===== config.mk =====
export PLATFORM = sky130hd
export DESIGN_NAME = x86_64_instruction_encoder_unit
export DESIGN_NICKNAME = d
export VERILOG_FILES = /design/src/design/x86e_pkg.sv /design/src/design/x86_64_instruction_encoder_unit.sv /design/src/design/x86e_front.sv /design/src/design/x86e_queue.sv /design/src/design/x86e_back.sv
export SDC_FILE = /design/constraint.sdc
export NUM_CORES = 1
export LEC_CHECK = 0
export ABC_AREA = 1
export BUFFER_PORTS_ARGS = -buffer_cell sky130_fd_sc_hd__buf_2
export CORE_ASPECT_RATIO = 1.5
export CORE_UTILIZATION = 61
export DETAILED_ROUTE_END_ITERATION = 10
export PLACE_DENSITY_LB_ADDON = 0.05
export SYNTH_ARGS = -nofsm -noshare
export SYNTH_HDL_FRONTEND = slang
export SYNTH_HIERARCHICAL = 1
export SYNTH_SLANG_ARGS = --single-unit
export TNS_END_PERCENT = 5

===== constraint.sdc =====
create_clock -name clock -period 15.5 [get_ports clock]
set_input_delay 3.1 -clock clock [delete_from_list [all_inputs] [get_ports clock]]
set_output_delay 3.1 -clock clock [all_outputs]
set_load 0.02 [all_outputs]

===== src/design/x86e_pkg.sv =====
// ----------------------------------------------------------------------------
// x86e_pkg
// Shared types and constants of the x86-64 instruction encoder.
// ----------------------------------------------------------------------------
package x86e_pkg;

   localparam int MAX_PREFIX_BYTES = 4;
   localparam int MAX_OPCODE_BYTES = 3;
   localparam int PRE_LIM = (MAX_PREFIX_BYTES < 4) ? MAX_PREFIX_BYTES : 4;
   localparam int OPC_LIM = (MAX_OPCODE_BYTES < 3) ? MAX_OPCODE_BYTES : 3;

   localparam int REQ_DATA_W = 208;
   localparam int NUM_SEG    = 8;
   localparam int QUEUE_DEPTH = 2;
   localparam int QPTR_W = $clog2(QUEUE_DEPTH);
   localparam int QCNT_W = $clog2(QUEUE_DEPTH + 1);

   localparam logic [1:0] ST_OK      = 2'd0;
   localparam logic [1:0] ST_IMM_RNG = 2'd1;
   localparam logic [1:0] ST_HIGH_REX = 2'd2;

   localparam logic [7:0] BYTE_ASIZE = 8'h67;

   typedef enum logic [2:0] {
      SEG_LEAD  = 3'd0,
      SEG_PRE   = 3'd1,
      SEG_REX   = 3'd2,
      SEG_OPC   = 3'd3,
      SEG_MODRM = 3'd4,
      SEG_SIB   = 3'd5,
      SEG_DISP  = 3'd6,
      SEG_IMM   = 3'd7
   } seg_type;

   // byte-run descriptor handed from the front to the back
   typedef struct packed {
      logic [NUM_SEG-1:0][3:0] len;
      logic [1:0]  status;
      logic [7:0]  lead;
      logic [31:0] pre;
      logic [7:0]  rex;
      logic [23:0] opc;
      logic [7:0]  modrm;
      logic [7:0]  sib;
      logic [31:0] disp;
      logic [63:0] imm;
   } desc_type;

endpackage


===== src/design/x86_64_instruction_encoder_unit.sv =====
// ----------------------------------------------------------------------------
// x86_64_instruction_encoder_unit
// Encodes one x86-64 instruction request into its machine code byte run.
// ----------------------------------------------------------------------------
// Usage:
//   req_* takes one instruction request per handshake; rsp_* returns its
//   code bytes one per handshake, rsp_tlast on the final byte of a run.
//   A request with an out-of-range immediate or a high-byte register under
//   REX returns a single zero byte with rsp_tlast set and the code in
//   rsp_tuser; a request that encodes to nothing returns no byte.
//   Path: queue entry, walker descriptor register, output byte register.
//   Throughput: one byte per cycle while rsp_tready is high;
//   the byte walker loads the next request at the edge that issues the last
//   byte of the previous one, so runs follow with no gap. The front
//   classifies combinationally and a two-entry descriptor queue decouples
//   it from the walker.
//   Reset clears the queue, the walker's active flag and the output valid.
//   When rsp_tready is low the output byte holds; the queue keeps taking
//   requests until its two entries are full, then req_tready drops.
// ----------------------------------------------------------------------------
module x86_64_instruction_encoder_unit (
   input  logic                            clock,
   input  logic                            reset,
   input  logic                            req_tvalid,
   output logic                            req_tready,
   // opcode_bytes, opcode_count, prefix_bytes, prefix_count, fixed_rex,
   // fixed_modrm, form_bits, immediate, reg_low, reg_field,
   // address_select, displacement, zero pad
   input  logic [x86e_pkg::REQ_DATA_W-1:0] req_tdata,
   output logic                            rsp_tvalid,
   input  logic                            rsp_tready,
   output logic [7:0]                      rsp_tdata,  // code_byte
   output logic                            rsp_tlast,
   output logic [1:0]                      rsp_tuser   // status
);
   import x86e_pkg::*;

   desc_type front_desc;
   desc_type q_head;
   logic     q_not_full;
   logic     q_not_empty;
   logic     q_pop;

   x86e_front u_front (
      .req_data (req_tdata),
      .desc     (front_desc)
   );

   x86e_queue u_queue (
      .clock     (clock),
      .reset     (reset),
      .push      (req_tvalid),
      .push_desc (front_desc),
      .not_full  (q_not_full),
      .pop       (q_pop),
      .not_empty (q_not_empty),
      .head      (q_head)
   );

   x86e_back u_back (
      .clock      (clock),
      .reset      (reset),
      .q_valid    (q_not_empty),
      .q_head     (q_head),
      .q_pop      (q_pop),
      .rsp_tvalid (rsp_tvalid),
      .rsp_tready (rsp_tready),
      .rsp_tdata  (rsp_tdata),
      .rsp_tlast  (rsp_tlast),
      .rsp_tuser  (rsp_tuser)
   );

   assign req_tready = q_not_full;

endmodule


===== src/design/x86e_front.sv =====
// ----------------------------------------------------------------------------
// x86e_front
// Classifies one instruction request into a byte-run descriptor.
// ----------------------------------------------------------------------------
module x86e_front (
   input  logic [x86e_pkg::REQ_DATA_W-1:0] req_data,
   output x86e_pkg::desc_type              desc
);
   import x86e_pkg::*;

   logic [23:0] opc;
   logic [1:0]  opc_n;
   logic [31:0] pre;
   logic [2:0]  pre_n;
   logic [7:0]  rex_fix;
   logic [7:0]  modrm_fix;
   logic [7:0]  form;
   logic [63:0] imm;
   logic [4:0]  rl;
   logic [4:0]  rf;
   logic [12:0] asel;
   logic [31:0] disp;
   logic [4:0]  base;
   logic [4:0]  index;
   logic [1:0]  scale;
   logic        mem;
   logic        use_rl;
   logic        use_rf;
   logic [2:0]  isize;
   logic        imm_bad;
   logic [63:0] imm_max;
   logic [63:0] imm_min;
   logic [7:0]  rex;
   logic [7:0]  m;
   logic        no_base;
   logic        has_index;
   logic [2:0]  b;
   logic        short_disp;
   logic        disp_zero;

   assign opc       = req_data[23:0];
   assign opc_n     = req_data[25:24];
   assign pre       = req_data[57:26];
   assign pre_n     = req_data[60:58];
   assign rex_fix   = req_data[68:61];
   assign modrm_fix = req_data[76:69];
   assign form      = req_data[84:77];
   assign imm       = req_data[148:85];
   assign rl        = req_data[153:149];
   assign rf        = req_data[158:154];
   assign asel      = req_data[171:159];
   assign disp      = req_data[203:172];

   assign base      = asel[4:0];
   assign index     = asel[9:5];
   assign scale     = asel[11:10];
   assign mem       = form[0];
   assign use_rl    = form[1];
   assign use_rf    = form[2];
   assign isize     = form[7:5];
   assign no_base   = base > 5'd16;
   assign has_index = index < 5'd16;
   assign b         = base[2:0];
   assign short_disp = (disp <= 32'h7f) || (disp >= 32'hffffff80);
   assign disp_zero = disp == 32'd0;

   always_comb begin
      imm_max = 64'd0;
      imm_min = 64'd0;
      case (isize)
         3'd1: begin
            imm_max = form[4] ? 64'hff : 64'h7f;
            imm_min = 64'hffffffffffffff80;
         end
         3'd2: begin
            imm_max = form[4] ? 64'hffff : 64'h7fff;
            imm_min = 64'hffffffffffff8000;
         end
         3'd3: begin
            imm_max = form[4] ? 64'hffffffff : 64'h7fffffff;
            imm_min = 64'hffffffff80000000;
         end
         default: begin
            imm_max = 64'd0;
            imm_min = 64'd0;
         end
      endcase
      imm_bad = (imm > imm_max) && (imm < imm_min);
   end

   always_comb begin
      rex = rex_fix;
      m   = modrm_fix;
      if (mem) begin
         if (base >= 5'd8 && base < 5'd16) rex = rex | 8'h41;
         if (index >= 5'd8 && index < 5'd16) rex = rex | 8'h42;
      end
      if (use_rl) begin
         if (rl >= 5'd8 && rl < 5'd16) rex = rex | 8'h41;
         if (rl >= 5'd20 && rl < 5'd24) rex = rex | 8'h40;
         m = m | {5'd0, rl[2:0]};
      end
      if (use_rf) begin
         if (rf >= 5'd8 && rf < 5'd16) rex = rex | 8'h44;
         if (rf >= 5'd20 && rf < 5'd24) rex = rex | 8'h40;
         m = m | {2'd0, rf[2:0], 3'd0};
      end
   end

   always_comb begin
      desc = '0;
      desc.pre  = pre;
      desc.opc  = opc;
      desc.rex  = rex;
      desc.disp = disp;
      desc.imm  = imm;
      desc.lead = BYTE_ASIZE;
      if (imm_bad) begin
         desc.status = ST_IMM_RNG;
      end else if (rex != 8'd0 && ((use_rl && rl >= 5'd28) || (use_rf && rf >= 5'd28))) begin
         desc.status = ST_HIGH_REX;
      end else begin
         desc.status = ST_OK;
      end
      if (desc.status != ST_OK) begin
         desc.lead = 8'd0;
         desc.len[SEG_LEAD] = 4'd1;
      end else begin
         desc.len[SEG_LEAD] = {3'd0, mem & asel[12]};
         desc.len[SEG_PRE]  = (pre_n > 3'(PRE_LIM)) ? 4'(PRE_LIM) : {1'b0, pre_n};
         desc.len[SEG_REX]  = {3'd0, rex != 8'd0};
         desc.len[SEG_OPC]  = ({1'b0, opc_n} > 3'(OPC_LIM)) ? 4'(OPC_LIM) : {2'd0, opc_n};
         case (isize)
            3'd1:    desc.len[SEG_IMM] = 4'd1;
            3'd2:    desc.len[SEG_IMM] = 4'd2;
            3'd3:    desc.len[SEG_IMM] = 4'd4;
            3'd4:    desc.len[SEG_IMM] = 4'd8;
            default: desc.len[SEG_IMM] = 4'd0;
         endcase
         if (mem) begin
            desc.len[SEG_MODRM] = 4'd1;
            if (no_base) begin
               desc.modrm = m | 8'h04;
               desc.sib   = has_index ? {scale, index[2:0], 3'b101} : 8'h25;
               desc.len[SEG_SIB]  = 4'd1;
               desc.len[SEG_DISP] = 4'd4;
            end else if (base == 5'd16) begin
               desc.modrm = m | 8'h05;
               desc.len[SEG_DISP] = 4'd4;
            end else if (!has_index) begin
               desc.sib = 8'h24;
               desc.len[SEG_SIB] = {3'd0, b == 3'd4};
               if (disp_zero && b != 3'd5) begin
                  desc.modrm = m | {5'd0, b};
               end else if (short_disp) begin
                  desc.modrm = m | 8'h40 | {5'd0, b};
                  desc.len[SEG_DISP] = 4'd1;
               end else begin
                  desc.modrm = m | 8'h80 | {5'd0, b};
                  desc.len[SEG_DISP] = 4'd4;
               end
            end else begin
               desc.sib = {scale, index[2:0], b};
               desc.len[SEG_SIB] = 4'd1;
               if (disp_zero && b != 3'd5) begin
                  desc.modrm = m | 8'h04;
               end else if (short_disp) begin
                  desc.modrm = m | 8'h44;
                  desc.len[SEG_DISP] = 4'd1;
               end else begin
                  desc.modrm = m | 8'h84;
                  desc.len[SEG_DISP] = 4'd4;
               end
            end
         end else if (form[3]) begin
            desc.modrm = m | 8'hc0;
            desc.len[SEG_MODRM] = 4'd1;
         end
      end
   end

endmodule


===== src/design/x86e_queue.sv =====
// ----------------------------------------------------------------------------
// x86e_queue
// Short descriptor queue between the front and the back.
// ----------------------------------------------------------------------------
module x86e_queue (
   input  logic               clock,
   input  logic               reset,
   input  logic               push,
   input  x86e_pkg::desc_type push_desc,
   output logic               not_full,
   input  logic               pop,
   output logic               not_empty,
   output x86e_pkg::desc_type head
);
   import x86e_pkg::*;

   desc_type            entry_ff [QUEUE_DEPTH];
   logic [QPTR_W-1:0]   wr_ff, wr_in;
   logic [QPTR_W-1:0]   rd_ff, rd_in;
   logic [QCNT_W-1:0]   cnt_ff, cnt_in;
   logic                do_push;
   logic                do_pop;

   assign not_full  = cnt_ff != QCNT_W'(QUEUE_DEPTH);
   assign not_empty = cnt_ff != '0;
   assign do_push   = push && not_full;
   assign do_pop    = pop && not_empty;
   assign head      = entry_ff[rd_ff];

   always_comb begin
      wr_in  = wr_ff;
      rd_in  = rd_ff;
      cnt_in = cnt_ff;
      if (do_push) wr_in = (wr_ff == QPTR_W'(QUEUE_DEPTH - 1)) ? '0 : wr_ff + 1'b1;
      if (do_pop)  rd_in = (rd_ff == QPTR_W'(QUEUE_DEPTH - 1)) ? '0 : rd_ff + 1'b1;
      if (do_push && !do_pop) cnt_in = cnt_ff + 1'b1;
      if (!do_push && do_pop) cnt_in = cnt_ff - 1'b1;
   end

   always_ff @(posedge clock) begin
      if (reset) begin
         wr_ff  <= '0;
         rd_ff  <= '0;
         cnt_ff <= '0;
      end else begin
         wr_ff  <= wr_in;
         rd_ff  <= rd_in;
         cnt_ff <= cnt_in;
      end
   end

   always_ff @(posedge clock) begin
      if (do_push) entry_ff[wr_ff] <= push_desc;
   end

endmodule


===== src/design/x86e_back.sv =====
// ----------------------------------------------------------------------------
// x86e_back
// Walks a descriptor segment by segment, one code byte per cycle unless rsp_tready stalls.
// ----------------------------------------------------------------------------
module x86e_back (
   input  logic               clock,
   input  logic               reset,
   input  logic               q_valid,
   input  x86e_pkg::desc_type q_head,
   output logic               q_pop,
   output logic               rsp_tvalid,
   input  logic               rsp_tready,
   output logic [7:0]         rsp_tdata,
   output logic               rsp_tlast,
   output logic [1:0]         rsp_tuser
);
   import x86e_pkg::*;

   logic      active_ff, active_in;
   desc_type  desc_ff, desc_in;
   seg_type   seg_ff, seg_in;
   logic [2:0] idx_ff, idx_in;
   logic      valid_ff, valid_in;
   logic [7:0] data_ff, data_in;
   logic      last_ff, last_in;
   logic [1:0] user_ff, user_in;

   logic      fire;
   logic      end_seg;
   logic      nxt_any;
   seg_type   nxt_seg;
   logic      head_any;
   seg_type   head_seg;
   logic      is_last;
   logic      load_ok;
   logic [7:0] cur_byte;
   logic [3:0] cur_len;

   assign fire    = active_ff && (!valid_ff || rsp_tready);
   assign cur_len = desc_ff.len[seg_ff];
   assign end_seg = ({1'b0, idx_ff} + 4'd1) == cur_len;
   assign is_last = end_seg && !nxt_any;
   assign load_ok = !active_ff || (fire && is_last);
   assign q_pop   = load_ok && q_valid;

   always_comb begin
      nxt_any  = 1'b0;
      nxt_seg  = SEG_LEAD;
      head_any = 1'b0;
      head_seg = SEG_LEAD;
      for (int i = NUM_SEG - 1; i >= 0; i--) begin
         if (3'(i) > seg_ff && desc_ff.len[i] != 4'd0) begin
            nxt_any = 1'b1;
            nxt_seg = seg_type'(3'(i));
         end
         if (q_head.len[i] != 4'd0) begin
            head_any = 1'b1;
            head_seg = seg_type'(3'(i));
         end
      end
   end

   always_comb begin
      case (seg_ff)
         SEG_LEAD:  cur_byte = desc_ff.lead;
         SEG_PRE:   cur_byte = desc_ff.pre[8*idx_ff[1:0] +: 8];
         SEG_REX:   cur_byte = desc_ff.rex;
         SEG_OPC:   cur_byte = (idx_ff[1:0] == 2'd3) ? 8'd0 : desc_ff.opc[8*idx_ff[1:0] +: 8];
         SEG_MODRM: cur_byte = desc_ff.modrm;
         SEG_SIB:   cur_byte = desc_ff.sib;
         SEG_DISP:  cur_byte = desc_ff.disp[8*idx_ff[1:0] +: 8];
         SEG_IMM:   cur_byte = desc_ff.imm[8*idx_ff +: 8];
         default:   cur_byte = 8'd0;
      endcase
   end

   always_comb begin
      active_in = active_ff;
      desc_in   = desc_ff;
      seg_in    = seg_ff;
      idx_in    = idx_ff;
      valid_in  = valid_ff;
      data_in   = data_ff;
      last_in   = last_ff;
      user_in   = user_ff;
      if (fire) begin
         valid_in = 1'b1;
         data_in  = cur_byte;
         last_in  = is_last;
         user_in  = desc_ff.status;
         if (!end_seg) begin
            idx_in = idx_ff + 3'd1;
         end else if (nxt_any) begin
            seg_in = nxt_seg;
            idx_in = 3'd0;
         end else begin
            active_in = 1'b0;
         end
      end else if (rsp_tready) begin
         valid_in = 1'b0;
      end
      if (q_pop && head_any) begin
         active_in = 1'b1;
         desc_in   = q_head;
         seg_in    = head_seg;
         idx_in    = 3'd0;
      end
   end

   always_ff @(posedge clock) begin
      if (reset) begin
         active_ff <= 1'b0;
         valid_ff  <= 1'b0;
      end else begin
         active_ff <= active_in;
         valid_ff  <= valid_in;
      end
   end

   always_ff @(posedge clock) begin
      desc_ff <= desc_in;
      seg_ff  <= seg_in;
      idx_ff  <= idx_in;
      data_ff <= data_in;
      last_ff <= last_in;
      user_ff <= user_in;
   end

   assign rsp_tvalid = valid_ff;
   assign rsp_tdata  = data_ff;
   assign rsp_tlast  = last_ff;
   assign rsp_tuser  = user_ff;

endmodule


==> impl_metrics.prom, run 1 <==
# TYPE chip_impl_metric gauge
chip_impl_metric{name="static-leakage-power",unit="nW"} 12.1
chip_impl_metric{name="placement.io_buffers",unit=""} 220
chip_impl_metric{name="final_util",unit=""} 0.668
chip_impl_metric{name="critical-path-max-stage-delay",unit="ns"} 0.52
chip_impl_metric{name="postLayoutSetupSlackWorst",unit="ns"} 8.93
chip_impl_metric{name="height_of_the_die",unit="um"} 276
chip_impl_info{name="family_of_cells_with_the_greatest_summed_delay_on_the_critical_path",value="simple AND/OR/NAND/NOR gates"} 1
chip_impl_metric{name="dp_slack",unit="ns"} 8.31
chip_impl_metric{name="place_inst",unit=""} 2890
chip_impl_metric{name="postCtsSetupBuffers",unit=""} 0
chip_impl_metric{name="first_global_vias",unit=""} 17000
chip_impl_metric{name="power_density",unit="nW/um^2"} 169
chip_impl_metric{name="drt.antenna.violating_nets",unit=""} 0
chip_impl_metric{name="grtUsageTotal",unit=""} 0.258
chip_impl_metric{name="fmaxAchievable",unit="MHz"} 152
chip_impl_metric{name="wl_per_cell",unit="um"} 21.6
chip_impl_metric{name="fin_tns_setup",unit="ns"} 0
chip_impl_metric{name="cts_hold_buf",unit=""} 0
chip_impl_metric{name="max_cap_viol_count",unit=""} 0
chip_impl_metric{name="worst_r2r_path_cells",unit=""} 9
chip_impl_metric{name="yosysWarningCount",unit=""} 6
chip_impl_metric{name="synth_seq_cells",unit=""} 678
chip_impl_metric{name="global_route_wire_length_before_repair",unit="um"} 96300
chip_impl_info{name="path_cells",value="buf_2 > inv_2 > nand2_2 > nand2_2 > o21ai_2 > ha_1 > a21oi_1 > o21a_1 > nand2_1 > nor2_1 > nor2_1 > nor2_1 > nor2_1 > nor2_1 > nand2_2 > nand2_4 > inv_1"} 1
chip_impl_info{name="cts_root_buffer",value="sky130_fd_sc_hd__clkbuf_16"} 1
chip_impl_metric{name="initialDrtViolationCount",unit=""} 1195
chip_impl_metric{name="post-route-drc-count",unit=""} 0
chip_impl_info{name="outcome",value="completed"} 1
chip_impl_metric{name="path_clk_slew",unit="ns"} 0.06
chip_impl_metric{name="stdcell_count",unit=""} 2997
chip_impl_info{name="endpoint",value="u_queue/entry_ff[0][176]"} 1
chip_impl_info{name="netlist.top_cell.by_area",value="sky130_fd_sc_hd__edfxtp_1"} 1
chip_impl_metric{name="drt_wl_total",unit="um"} 64800
chip_impl_metric{name="dieWidth",unit="um"} 184
chip_impl_info{name="synth_flop_cell",value="sky130_fd_sc_hd__edfxtp_1"} 1
chip_impl_metric{name="finalHoldViolations",unit=""} 0
chip_impl_metric{name="numClockSinks",unit=""} 678
chip_impl_info{name="timing.rr.end",value="u_back/desc_ff[140]"} 1
chip_impl_metric{name="fin_worst_skew",unit="ns"} 0.0155
chip_impl_metric{name="clock_tree.htree_level_count",unit=""} 2
chip_impl_metric{name="min_period_over_period",unit=""} 0.424
chip_impl_info{name="hold_path.class",value="register to register"} 1
chip_impl_metric{name="area_overhead_vs_synth",unit="%"} 7.31
chip_impl_metric{name="floorplan.rows",unit=""} 99
chip_impl_metric{name="slew_headroom",unit=""} 0.265
chip_impl_metric{name="final_net_count",unit=""} 2574
chip_impl_metric{name="critical_path_peak_fanout",unit=""} 31
chip_impl_metric{name="syn_avg_cell_area",unit="um^2"} 13.7
chip_impl_info{name="worstSetupStartpoint",value="req_tdata[84]"} 1
chip_impl_metric{name="clk_path_buf_depth",unit=""} 3
chip_impl_metric{name="report.final.slew_viol_count",unit=""} 0
chip_impl_metric{name="cp_num_buf_inv",unit=""} 3
chip_impl_metric{name="worstSkewPairLatency",unit="ns"} 0.60
chip_impl_info{name="critical-path-top-cell-by-count",value="sky130_fd_sc_hd__nor2_1"} 1
chip_impl_info{name="crit_path_end_kind",value="register"} 1
chip_impl_metric{name="vdd_drop_max",unit="V"} 0.000275
chip_impl_metric{name="setup_viol",unit=""} 0
chip_impl_metric{name="final_layout_size_suffix_gt1_frac",unit=""} 0.258
chip_impl_metric{name="num_io_pins",unit=""} 225
chip_impl_metric{name="finalCriticalPeriod",unit="ns"} 6.57
chip_impl_metric{name="num_cts_buffers",unit=""} 59
chip_impl_metric{name="num_vias",unit=""} 16900
chip_impl_metric{name="post-route-cell-area",unit="um^2"} 32700
chip_impl_metric{name="syn_area",unit="um^2"} 30500
chip_impl_metric{name="tightest_slew",unit="ns"} 1.10
chip_impl_metric{name="grt_max_degree",unit=""} 169
chip_impl_metric{name="cp.depth",unit=""} 17
chip_impl_metric{name="critical_path_required",unit="ns"} 15.76
chip_impl_info{name="critical_path_class",value="primary input to register"} 1
chip_impl_info{name="synthTopCellsByArea",value="sky130_fd_sc_hd__edfxtp_1, sky130_fd_sc_hd__mux2_4, sky130_fd_sc_hd__buf_4"} 1
chip_impl_metric{name="async_reset_ff_frac",unit=""} 0
chip_impl_info{name="critPathLaunchType",value="primary input"} 1
chip_impl_metric{name="synth_cell_types",unit=""} 53
chip_impl_info{name="critPathSlowestCell",value="sky130_fd_sc_hd__nand2_4"} 1
chip_impl_metric{name="gp_congestion",unit=""} 0.876
chip_impl_metric{name="grt.overflow.total",unit=""} 0
chip_impl_metric{name="dpl.hpwl",unit="um"} 43100
chip_impl_metric{name="placedInstanceArea",unit="um^2"} 30800
chip_impl_metric{name="cts_resized",unit=""} 0
chip_impl_metric{name="floorplan.core_area",unit="um^2"} 48900
chip_impl_metric{name="start_util",unit=""} 0.622
chip_impl_info{name="cts_tree",value="done"} 1
chip_impl_metric{name="post-synth-top-area-fraction",unit=""} 0.659
chip_impl_metric{name="fp.dieArea",unit="um^2"} 50800
chip_impl_metric{name="data_arrival_time_of_the_worst_path",unit="ns"} 6.83
chip_impl_metric{name="detail_route.vias_per_cell",unit=""} 5.64
chip_impl_metric{name="reg2reg_slack",unit="ns"} 10.42
chip_impl_metric{name="initial_antenna_violation_count",unit=""} 5
chip_impl_metric{name="drt_first_pass_iters",unit=""} 5
chip_impl_metric{name="number_of_synthesized_flops_with_an_enable_pin",unit=""} 668
chip_impl_metric{name="post_synth_inst_count",unit=""} 2226
chip_impl_info{name="grt_setup_unrepaired",value="no"} 1
chip_impl_metric{name="synth.yosys.seq_area_share",unit=""} 0.665
-- state kept, by name, indices dropped and copies added (netlist names), named ones only --
| signal | flops |
|---|---|
| u_back/active_ff | 1 |
| u_back/desc_ff | 218 |
| u_back/idx_ff | 3 |
| u_back/rsp_tdata | 8 |
| u_back/rsp_tlast | 1 |
| u_back/rsp_tuser | 2 |
| u_back/rsp_tvalid | 1 |
| u_back/seg_ff | 3 |
| u_queue/cnt_ff | 2 |
| u_queue/entry_ff | 436 |
| u_queue/rd_ff | 1 |
| u_queue/wr_ff | 1 |
-- through the flow --
stage	hold slack, ns	total power (W)
3_5_place_dp	0.405	0.00413
3_3_place_gp	0.405	0.00409
6_report	0.419	0.00552
4_1_cts	0.421	0.00556
5_1_grt	0.443	0.00576
2_1_floorplan	0.400	0.00380
-- power breakdown --
part | switching (W) | internal [W] | total [W]
registers | 0.000158 | 0.00258 | 0.00274
clock network | 0.000629 | 0.000797 | 0.00143
logic | 0.000887 | 0.000461 | 0.00135
total | 0.00167 | 0.00384 | 0.00552
-- layout make-up --
class / instances / area, um^2
multi-input cells: 1195 / 8000
repair buffers: 233 / 1240
clock inverters: 36 / 352
flip-flops and latches: 678 / 20300
diodes: 2 / 5.00
well taps: 656 / 821
inverters: 128 / 488
clock buffers: 69 / 1510
fillers: 3546 / 16200
-- cell usage after synthesis, types with 2 or more instances --
cell	n
sky130_fd_sc_hd__nand2_2	8
sky130_fd_sc_hd__a21oi_1	52
sky130_fd_sc_hd__o211ai_1	9
sky130_fd_sc_hd__dfxtp_1	10
sky130_fd_sc_hd__edfxtp_1	668
sky130_fd_sc_hd__o21bai_1	6
sky130_fd_sc_hd__buf_8	10
sky130_fd_sc_hd__clkbuf_1	24
sky130_fd_sc_hd__a41oi_1	5
sky130_fd_sc_hd__or2_2	3
sky130_fd_sc_hd__buf_4	185
sky130_fd_sc_hd__a31oi_1	7
sky130_fd_sc_hd__nor2_1	172
sky130_fd_sc_hd__o21a_1	4
sky130_fd_sc_hd__nor4_1	18
sky130_fd_sc_hd__mux2_4	100
sky130_fd_sc_hd__and3_1	2
sky130_fd_sc_hd__inv_1	118
sky130_fd_sc_hd__a22oi_1	5
sky130_fd_sc_hd__mux2_2	118
sky130_fd_sc_hd__o21ai_1	5
sky130_fd_sc_hd__nand2_1	307
sky130_fd_sc_hd__o21ai_0	97
sky130_fd_sc_hd__nor2_4	2
sky130_fd_sc_hd__a31o_2	2
sky130_fd_sc_hd__buf_6	8
sky130_fd_sc_hd__o221ai_1	14
sky130_fd_sc_hd__nand2_4	2
sky130_fd_sc_hd__nor3b_1	2
sky130_fd_sc_hd__ha_1	67
sky130_fd_sc_hd__nand3_1	72
sky130_fd_sc_hd__nand4_1	31
sky130_fd_sc_hd__nand3b_1	5
sky130_fd_sc_hd__o2111ai_1	5
sky130_fd_sc_hd__inv_2	9
sky130_fd_sc_hd__nor3_2	3
sky130_fd_sc_hd__a2bb2oi_1	2
sky130_fd_sc_hd__nor3_1	10
sky130_fd_sc_hd__buf_2	16
sky130_fd_sc_hd__nor2_2	30
-- routing by layer --
layer | track usage | wire [um] | vias up
met2 | 0.472 | 34600 | 475
met1 | 0.300 | 24200 | 8309
li1 | - | - | 7987
met3 | 0.0284 | 2710 | 131
met4 | 0.127 | 3170 | 6
met5 | 0 | 34 | -
-- cells in the final DEF, fill, tap and decap left out, types with 4 or more instances in the layout --
cell,netlist,layout
sky130_fd_sc_hd__edfxtp_1,668,668
sky130_fd_sc_hd__nand2_1,307,307
sky130_fd_sc_hd__buf_2,16,220
sky130_fd_sc_hd__nor2_1,172,170
sky130_fd_sc_hd__mux2_2,118,118
sky130_fd_sc_hd__inv_1,118,117
sky130_fd_sc_hd__mux2_4,100,100
sky130_fd_sc_hd__o21ai_0,97,96
sky130_fd_sc_hd__nand3_1,72,72
sky130_fd_sc_hd__ha_1,67,67
sky130_fd_sc_hd__clkbuf_16,0,59
sky130_fd_sc_hd__a21oi_1,52,52
sky130_fd_sc_hd__nand4_1,31,31
sky130_fd_sc_hd__nor2_2,30,30
sky130_fd_sc_hd__conb_1,1,20
sky130_fd_sc_hd__nor4_1,18,18
sky130_fd_sc_hd__clkinv_2,0,14
sky130_fd_sc_hd__o221ai_1,14,14
sky130_fd_sc_hd__clkinv_1,1,11
sky130_fd_sc_hd__clkbuf_1,24,10
sky130_fd_sc_hd__nor3_1,10,10
sky130_fd_sc_hd__buf_4,185,10
sky130_fd_sc_hd__inv_2,9,9
sky130_fd_sc_hd__o211ai_1,9,9
sky130_fd_sc_hd__nand2_2,8,8
sky130_fd_sc_hd__dfxtp_1,10,8
sky130_fd_sc_hd__a31oi_1,7,7
sky130_fd_sc_hd__bufinv_16,0,6
sky130_fd_sc_hd__o21bai_1,6,6
sky130_fd_sc_hd__nand3b_1,5,5
sky130_fd_sc_hd__o21ai_1,5,5
sky130_fd_sc_hd__a41oi_1,5,5
sky130_fd_sc_hd__a22oi_1,5,5
sky130_fd_sc_hd__o2111ai_1,5,5
sky130_fd_sc_hd__nor2_4,2,4
sky130_fd_sc_hd__o21a_1,4,4
-- logic make-up (layout without fill, tap and decap cells) --
kind of cell,Yosys count,in the layout,share of synthesized area
buffers and inverters,372,466,0.0750
flip-flops,678,678,0.665
XOR/XNOR,2,2,0.000575
adder cells (fa/ha/maj),67,67,0.0275
AND/OR/NAND/NOR,670,670,0.0966
multiplexers,218,218,0.0929
AO/OA/AOI/OAI,218,218,0.0421
other,1,22,0.000123
-- worst min-delay path by stage --
stage                                     end           startpoint  cells after the start
after floorplan           u_back/rsp_tuser[0]  u_back/desc_ff[184]                      0
after global placement    u_back/rsp_tuser[1]  u_back/desc_ff[185]                      0
after detailed placement  u_back/rsp_tuser[0]  u_back/desc_ff[184]                      0
after CTS                 u_back/rsp_tuser[0]  u_back/desc_ff[184]                      0
after global routing      u_back/rsp_tuser[0]  u_back/desc_ff[184]                      0
final                     u_back/rsp_tuser[0]  u_back/desc_ff[184]                      0
(Power assumes the default switching activity.)
==> run 2: changes to the inputs <==
- clock period: 15.5 -> 6.5 ns (I/O delays scaled with it)
==> run 2 against run 1 <==
Effect of this change: critical path depth rose by 2; total power rose by 140%; final cell count barely moved; hold slack improved by 0.0024 ns; sequential share of layout area rose by 0.071 points; die area did not move; wire length fell by 0.27%; global-route usage fell by 0.35 points; sequential power rose by 140%; clock power rose by 130%; combinational power rose by 140%; critical path type unchanged.
==> impl_metrics.prom, run 2 (synthesized netlist as in run 1, its figures left out) <==
# TYPE chip_impl_metric gauge
chip_impl_metric{name="floorplan.rows",unit=""} 99
chip_impl_metric{name="drt_wl_total",unit="um"} 64600
chip_impl_metric{name="post-route-drc-count",unit=""} 0
chip_impl_metric{name="dpl.hpwl",unit="um"} 44300
chip_impl_metric{name="detail_route.vias_per_cell",unit=""} 5.67
chip_impl_info{name="cts_tree",value="done"} 1
chip_impl_metric{name="path_clk_slew",unit="ns"} 0.06
chip_impl_metric{name="postCtsSetupBuffers",unit=""} 0
chip_impl_metric{name="final_layout_size_suffix_gt1_frac",unit=""} 0.255
chip_impl_info{name="timing.hold.worst.start",value="u_back/desc_ff[185]"} 1
chip_impl_metric{name="first_global_vias",unit=""} 17000
chip_impl_metric{name="setup_viol",unit=""} 0
chip_impl_metric{name="dp_slack",unit="ns"} 1.55
chip_impl_metric{name="initialDrtViolationCount",unit=""} 1282
chip_impl_metric{name="finalHoldViolations",unit=""} 0
chip_impl_metric{name="fp.dieArea",unit="um^2"} 50800
chip_impl_info{name="crit_path_end_kind",value="register"} 1
chip_impl_metric{name="data_arrival_time_of_the_worst_path",unit="ns"} 4.70
chip_impl_metric{name="power.sequential.fraction",unit=""} 0.500
chip_impl_metric{name="height_of_the_die",unit="um"} 276
chip_impl_metric{name="fillerInstances",unit=""} 3518
chip_impl_metric{name="grtUsageTotal",unit=""} 0.255
chip_impl_metric{name="grt.overflow.total",unit=""} 0
chip_impl_metric{name="power_density",unit="nW/um^2"} 401
chip_impl_metric{name="wl_per_cell",unit="um"} 21.6
chip_impl_metric{name="critical-path-max-stage-delay",unit="ns"} 0.43
chip_impl_metric{name="postLayoutSetupSlackWorst",unit="ns"} 2.15
chip_impl_metric{name="critical_path_required",unit="ns"} 6.85
chip_impl_metric{name="vdd_drop_max",unit="V"} 0.000317
chip_impl_info{name="cts_root_buffer",value="sky130_fd_sc_hd__clkbuf_16"} 1
chip_impl_metric{name="reg2reg_slack",unit="ns"} 2.23
chip_impl_metric{name="cts_hold_buf",unit=""} 0
chip_impl_metric{name="final_net_count",unit=""} 2576
chip_impl_metric{name="start_util",unit=""} 0.622
chip_impl_metric{name="finalCriticalPeriod",unit="ns"} 4.35
chip_impl_metric{name="slew_headroom",unit=""} 0.157
chip_impl_info{name="critPathSlowestCell",value="sky130_fd_sc_hd__ha_1"} 1
chip_impl_metric{name="fin_worst_skew",unit="ns"} 0.0203
chip_impl_info{name="family_of_cells_with_the_greatest_summed_delay_on_the_critical_path",value="simple AND/OR/NAND/NOR gates"} 1
chip_impl_metric{name="critical_path_peak_fanout",unit=""} 23
chip_impl_metric{name="timing.hold.ws",unit="ns"} 0.421
chip_impl_metric{name="dieWidth",unit="um"} 184
chip_impl_info{name="critical-path-top-cell-by-count",value="sky130_fd_sc_hd__nand2_1"} 1
chip_impl_metric{name="drt_first_pass_iters",unit=""} 6
chip_impl_metric{name="area_overhead_vs_synth",unit="%"} 7.19
chip_impl_info{name="critical_path_class",value="primary input to register"} 1
chip_impl_info{name="path_cells",value="buf_2 > inv_2 > nand2_2 > nor2_1 > inv_1 > ha_1 > nand2_1 > nor2_1 > nand2_1 > nor4_1 > buf_4 > nand2_1 > nand2_1 > nand2_1 > nand2_1 > nand2_2 > nand2_4 > buf_4 > nor2_2"} 1
chip_impl_metric{name="placedInstanceArea",unit="um^2"} 30800
chip_impl_info{name="commonest_cells_after_routing_fill_and_taps_aside",value="sky130_fd_sc_hd__edfxtp_1, sky130_fd_sc_hd__nand2_1, sky130_fd_sc_hd__buf_2"} 1
chip_impl_metric{name="global_route_wire_length_before_repair",unit="um"} 95400
chip_impl_info{name="timing.rr.end",value="u_back/desc_ff[31]"} 1
chip_impl_info{name="grt_setup_unrepaired",value="no"} 1
chip_impl_metric{name="drt.antenna.violating_nets",unit=""} 0
chip_impl_metric{name="num_cts_buffers",unit=""} 58
chip_impl_metric{name="sw_frac_of_total",unit=""} 0.304
chip_impl_info{name="critPathLaunchType",value="primary input"} 1
chip_impl_metric{name="tightest_slew",unit="ns"} 1.26
chip_impl_metric{name="clk_path_buf_depth",unit=""} 3
chip_impl_metric{name="cts_resized",unit=""} 0
chip_impl_metric{name="largest_reg_flops",unit=""} 436
chip_impl_metric{name="worstSkewPairLatency",unit="ns"} 0.61
chip_impl_metric{name="report.final.slew_viol_count",unit=""} 0
chip_impl_metric{name="clock_tree.htree_level_count",unit=""} 2
chip_impl_metric{name="numClockSinks",unit=""} 678
chip_impl_info{name="hold_path.class",value="register to register"} 1
chip_impl_metric{name="clockPowerShare",unit=""} 0.255
chip_impl_metric{name="net-switching-power",unit="W"} 0.00397
chip_impl_metric{name="min_period_over_period",unit=""} 0.669
chip_impl_metric{name="cp_num_buf_inv",unit=""} 5
chip_impl_info{name="outcome",value="completed"} 1
chip_impl_metric{name="post-route-cell-area",unit="um^2"} 32600
chip_impl_info{name="holdPathEnd",value="u_back/rsp_tuser[1]"} 1
chip_impl_metric{name="antenna_cells",unit=""} 0
chip_impl_metric{name="num_vias",unit=""} 17000
chip_impl_metric{name="floorplan.core_area",unit="um^2"} 48900
chip_impl_info{name="regMostFlops",value="u_queue/entry_ff"} 1
chip_impl_metric{name="cell_internal_pwr",unit="W"} 0.00911
chip_impl_info{name="timing.rr.start",value="u_back/seg_ff[0]"} 1
chip_impl_metric{name="fmaxAchievable",unit="MHz"} 230
chip_impl_metric{name="max_cap_viol_count",unit=""} 0
chip_impl_metric{name="timing.hold.worst_path_depth",unit=""} 0
chip_impl_metric{name="gp_congestion",unit=""} 0.890
chip_impl_metric{name="share_comb_of_total_power",unit=""} 0.245
chip_impl_metric{name="static-leakage-power",unit="nW"} 12.1
chip_impl_metric{name="initial_antenna_violation_count",unit=""} 2
chip_impl_metric{name="placement.io_buffers",unit=""} 220
chip_impl_metric{name="num_io_pins",unit=""} 225
chip_impl_metric{name="grt_max_degree",unit=""} 135
chip_impl_metric{name="worst_r2r_path_cells",unit=""} 15
chip_impl_info{name="mostFrequentLayoutCell",value="sky130_fd_sc_hd__edfxtp_1"} 1
## run 2: cell types whose count changed in the layout (fill, tap and decap cells not counted), sizes merged
cell | previous run | this run
diode | 2 | 0
clkinvlp | 3 | 0
clkinv | 28 | 26
clkbuf | 69 | 73
buf | 233 | 236
bufinv | 6 | 5
## run 2: how the worst max path moves through the flow
stage / slack [ns] / end / startpoint / cells after the start
after CTS: 2.17 / u_queue/entry_ff[1][191] / req_tdata[84] / 19
final: 2.15 / u_queue/entry_ff[1][190] / req_tdata[84] / 19
after floorplan: -1.06 / u_queue/entry_ff[0][0] / req_tvalid / 2
after global routing: 1.85 / u_back/desc_ff[98] / u_back/seg_ff[0] / 15
after global placement: 1.59 / u_queue/entry_ff[0][98] / req_tdata[84] / 19
after detailed placement: 1.55 / u_queue/entry_ff[1][191] / req_tdata[84] / 19
## run 2: cell type report
| cell class | instances | area (um^2) | share of cell area |
|---|---|---|---|
| Clock inverter | 30 | 285 | 0.00874 |
| Multi-Input combinational cell | 1195 | 8000 | 0.245 |
| Timing Repair Buffer | 236 | 1260 | 0.0386 |
| Sequential cell | 678 | 20300 | 0.621 |
| Inverter | 128 | 488 | 0.0149 |
| Clock buffer | 73 | 1530 | 0.0468 |
| Tap cell | 656 | 821 | 0.0251 |
## run 2: stage by stage
step | utilization | std cells | setup TNS, ns | power (W)
6_report | 0.667 | 2996 | 0 | 0.0131
5_1_grt | 0.667 | 2996 | 0 | 0.0136
4_1_cts | 0.667 | 2996 | 0 | 0.0132
3_5_place_dp | 0.630 | 2893 | 0 | 0.00983
3_3_place_gp | 0.630 | 2893 | 0 | 0.00974
2_1_floorplan | - | 2245 | -556.34 | 0.00901
## run 2: power by group through the flow
| stage | clock network, W | registers (W) | logic [W] |
|---|---|---|---|
| 5_1_grt | 0.00355 | 0.00662 | 0.00347 |
| 3_3_place_gp | 0 | 0.00660 | 0.00314 |
| 3_5_place_dp | 0 | 0.00663 | 0.00320 |
| 2_1_floorplan | 0 | 0.00664 | 0.00237 |
| 6_report | 0.00334 | 0.00654 | 0.00320 |
| 4_1_cts | 0.00339 | 0.00655 | 0.00322 |
## run 2: metal layers
| layer | part of all wire | vias to the layer above | GRT usage |
|---|---|---|---|
| met5 | 0 | - | 0 |
| met4 | 0.050 | 0 | 0.126 |
| met3 | 0.042 | 126 | 0.0231 |
| met2 | 0.53 | 546 | 0.467 |
| met1 | 0.37 | 8335 | 0.298 |
| li1 | - | 7966 | - |
==> run 3: changes to the inputs <==
- CORE_UTILIZATION: 61 -> 55
- clock period: 6.5 -> 3.7 ns (I/O delays scaled with it)
==> run 3 against run 2 <==
Effect of this change: via count is 0.61% lower; critical endpoint is now u_queue/entry_ff[0][194]; design area is 2.0% higher; die area is 11% higher; register-to-register slack worse by 1.7 ns; highest routed layer is now met5; clock power is 83% higher; first-iteration DRC count is 23% lower; total power is 79% higher; critical path depth is 3 lower.
==> impl_metrics.prom, run 3 (synthesized netlist as in run 1, its figures left out) <==
# TYPE chip_impl_metric gauge
chip_impl_info{name="outcome",value="completed"} 1
chip_impl_info{name="holdPathEnd",value="u_queue/entry_ff[1][158]"} 1
chip_impl_metric{name="sw_frac_of_total",unit=""} 0.302
chip_impl_info{name="hold_path.class",value="primary input to register"} 1
chip_impl_metric{name="timing.hold.worst_path_depth",unit=""} 1
chip_impl_metric{name="final_net_count",unit=""} 2614
chip_impl_metric{name="global_route_wire_length_before_repair",unit="um"} 98400
chip_impl_metric{name="floorplan.rows",unit=""} 105
chip_impl_metric{name="fp.dieArea",unit="um^2"} 56300
chip_impl_metric{name="power_density",unit="nW/um^2"} 704
chip_impl_metric{name="tightest_slew",unit="ns"} 1.02
chip_impl_metric{name="fin_tns_setup",unit="ns"} 0
chip_impl_info{name="cts_root_buffer",value="sky130_fd_sc_hd__clkbuf_16"} 1
chip_impl_metric{name="net-switching-power",unit="W"} 0.00707
chip_impl_metric{name="cell_internal_pwr",unit="W"} 0.0164
chip_impl_metric{name="post-layout-total-power",unit="W"} 0.0234
chip_impl_metric{name="gp_congestion",unit=""} 0.930
chip_impl_metric{name="num_io_pins",unit=""} 225
chip_impl_metric{name="grtUsageTotal",unit=""} 0.231
chip_impl_info{name="mostFrequentLayoutCell",value="sky130_fd_sc_hd__edfxtp_1"} 1
chip_impl_metric{name="report.final.slew_viol_count",unit=""} 0
chip_impl_metric{name="grt.overflow.total",unit=""} 0
chip_impl_metric{name="floorplan.core_area",unit="um^2"} 54700
chip_impl_info{name="critical_path_class",value="primary input to register"} 1
chip_impl_metric{name="wl_per_cell",unit="um"} 21.0
chip_impl_metric{name="final_layout_size_suffix_gt1_frac",unit=""} 0.270
chip_impl_metric{name="finalHoldViolations",unit=""} 0
chip_impl_metric{name="dieWidth",unit="um"} 194
chip_impl_metric{name="dpl.hpwl",unit="um"} 45100
chip_impl_metric{name="critical_path_peak_fanout",unit=""} 12
chip_impl_metric{name="grt_max_degree",unit=""} 148
chip_impl_metric{name="cts_resized",unit=""} 0
chip_impl_metric{name="drt_first_pass_iters",unit=""} 5
chip_impl_metric{name="finalCriticalPeriod",unit="ns"} 3.29
chip_impl_metric{name="placement.io_buffers",unit=""} 220
chip_impl_info{name="commonest_cells_after_routing_fill_and_taps_aside",value="sky130_fd_sc_hd__edfxtp_1, sky130_fd_sc_hd__nand2_1, sky130_fd_sc_hd__buf_2"} 1
chip_impl_metric{name="initialDrtViolationCount",unit=""} 982
chip_impl_metric{name="area_overhead_vs_synth",unit="%"} 9.30
chip_impl_metric{name="clock_tree.htree_level_count",unit=""} 2
chip_impl_metric{name="postCtsSetupBuffers",unit=""} 0
chip_impl_info{name="crit_path_end_kind",value="register"} 1
chip_impl_metric{name="drt_wl_total",unit="um"} 64700
chip_impl_metric{name="setup_viol",unit=""} 0
chip_impl_info{name="grt_setup_unrepaired",value="no"} 1
chip_impl_info{name="timing.rr.end",value="u_back/desc_ff[125]"} 1
chip_impl_metric{name="detail_route.vias_per_cell",unit=""} 5.47
chip_impl_metric{name="drt.antenna.violating_nets",unit=""} 0
chip_impl_metric{name="critical_path_required",unit="ns"} 4.02
chip_impl_metric{name="fmaxAchievable",unit="MHz"} 304
chip_impl_metric{name="start_util",unit=""} 0.557
chip_impl_metric{name="clockPowerShare",unit=""} 0.261
chip_impl_metric{name="static-leakage-power",unit="nW"} 12.4
chip_impl_metric{name="first_global_vias",unit=""} 17400
chip_impl_metric{name="data_arrival_time_of_the_worst_path",unit="ns"} 3.60
chip_impl_metric{name="height_of_the_die",unit="um"} 290
chip_impl_metric{name="clk_path_buf_depth",unit=""} 3
chip_impl_metric{name="worstSkewPairLatency",unit="ns"} 0.61
chip_impl_metric{name="initial_antenna_violation_count",unit=""} 6
chip_impl_metric{name="path_clk_slew",unit="ns"} 0.06
chip_impl_metric{name="largest_reg_flops",unit=""} 436
chip_impl_metric{name="min_period_over_period",unit=""} 0.889
chip_impl_metric{name="numClockSinks",unit=""} 678
chip_impl_metric{name="max_cap_viol_count",unit=""} 0
chip_impl_metric{name="power.sequential.fraction",unit=""} 0.485
chip_impl_metric{name="worst_r2r_path_cells",unit=""} 11
chip_impl_metric{name="num_vias",unit=""} 16900
chip_impl_metric{name="num_cts_buffers",unit=""} 60
chip_impl_info{name="regMostFlops",value="u_queue/entry_ff"} 1
chip_impl_metric{name="cts_hold_buf",unit=""} 0
chip_impl_info{name="cts_tree",value="done"} 1
chip_impl_info{name="timing.hold.worst.start",value="req_tdata[40]"} 1
chip_impl_metric{name="fin_worst_skew",unit="ns"} 0.0259
chip_impl_metric{name="vdd_drop_max",unit="V"} 0.000571
chip_impl_metric{name="reg2reg_slack",unit="ns"} 0.50
chip_impl_metric{name="timing.hold.ws",unit="ns"} 0.316
chip_impl_metric{name="post-route-drc-count",unit=""} 0
chip_impl_metric{name="share_comb_of_total_power",unit=""} 0.254
chip_impl_metric{name="slew_headroom",unit=""} 0.317
chip_impl_info{name="critPathLaunchType",value="primary input"} 1
==> run 3: changes by cell type in the layout (fill, tap and decap cells not counted), moves of 3 or more <==
cell	previous run	this run
sky130_fd_sc_hd__buf_4	13	40
sky130_fd_sc_hd__mux2_4	100	104
sky130_fd_sc_hd__buf_12	3	12
sky130_fd_sc_hd__nor4_4	0	3
sky130_fd_sc_hd__mux2_2	118	114
sky130_fd_sc_hd__nor4_1	18	14
==> run 3: through the flow <==
| step | setup WS [ns] | util | cells | area, um^2 |
|---|---|---|---|---|
| floorplan | -1.62 | - | 2245 | 30700 |
| global placement | -0.144 | 0.574 | 2968 | 31300 |
| detailed placement | -0.194 | 0.574 | 2968 | 31300 |
| CTS | 0.430 | 0.609 | 3080 | 33300 |
| global route | 0.205 | 0.609 | 3081 | 33300 |
| finish | 0.412 | 0.609 | 3082 | 33300 |
==> run 3: power groups by stage <==
stage                     registers [W]  logic (W)  clock network [W]
after floorplan                  0.0115    0.00424                  0
after global placement           0.0115    0.00595                  0
after detailed placement         0.0115    0.00602                  0
after CTS                        0.0114    0.00604            0.00627
after global routing             0.0115    0.00649            0.00655
final                            0.0114    0.00595            0.00612
==> run 3: cell type report <==
cell class | count | area, um^2
Clock inverter | 35 | 349
Antenna cell | 2 | 5.00
Timing Repair Buffer | 272 | 1640
Tap cell | 695 | 870
Sequential cell | 678 | 20300
Multi-Input combinational cell | 1195 | 8090
Clock buffer | 77 | 1590
Fill cell | 4321 | 21400
Inverter | 128 | 484
==> run 3: critical path: stages <==
cell and delay (ns):
sky130_fd_sc_hd__buf_2 0.13, sky130_fd_sc_hd__inv_2 0.04, sky130_fd_sc_hd__o21ai_1 0.77, sky130_fd_sc_hd__ha_1 0.40, sky130_fd_sc_hd__a21oi_1 0.16, sky130_fd_sc_hd__o21a_1 0.13
sky130_fd_sc_hd__nor2_1 0.03, sky130_fd_sc_hd__o21ai_0 0.23, sky130_fd_sc_hd__nand2_1 0.09, sky130_fd_sc_hd__nor2_1 0.11, sky130_fd_sc_hd__nor2_1 0.06, sky130_fd_sc_hd__nor2_1 0.14
sky130_fd_sc_hd__nand2_2 0.16, sky130_fd_sc_hd__nand2_4 0.18, sky130_fd_sc_hd__buf_12 0.17, sky130_fd_sc_hd__nor2_2 0.05
==> run 3: layer usage <==
layer	GRT usage	share of wire	vias up
met1	0.274	0.39	8358
met3	0.0279	0.035	112
met4	0.0796	0.030	6
met2	0.431	0.54	337
li1	-	-	8056
met5	0	0.00063	-
==> run 3: how the worst max path moves through the flow <==
stage,start,to,slack [ns],cells past startpoint
floorplan,register,u_back/desc_ff[0],-1.62,9
global placement,req_tdata[82],u_queue/entry_ff[1][194],-0.14,16
detailed placement,req_tdata[82],u_queue/entry_ff[1][194],-0.19,16
CTS,req_tdata[82],u_queue/entry_ff[0][194],0.43,16
global route,req_tdata[82],u_queue/entry_ff[0][194],0.21,17
finish,req_tdata[82],u_queue/entry_ff[0][194],0.41,16
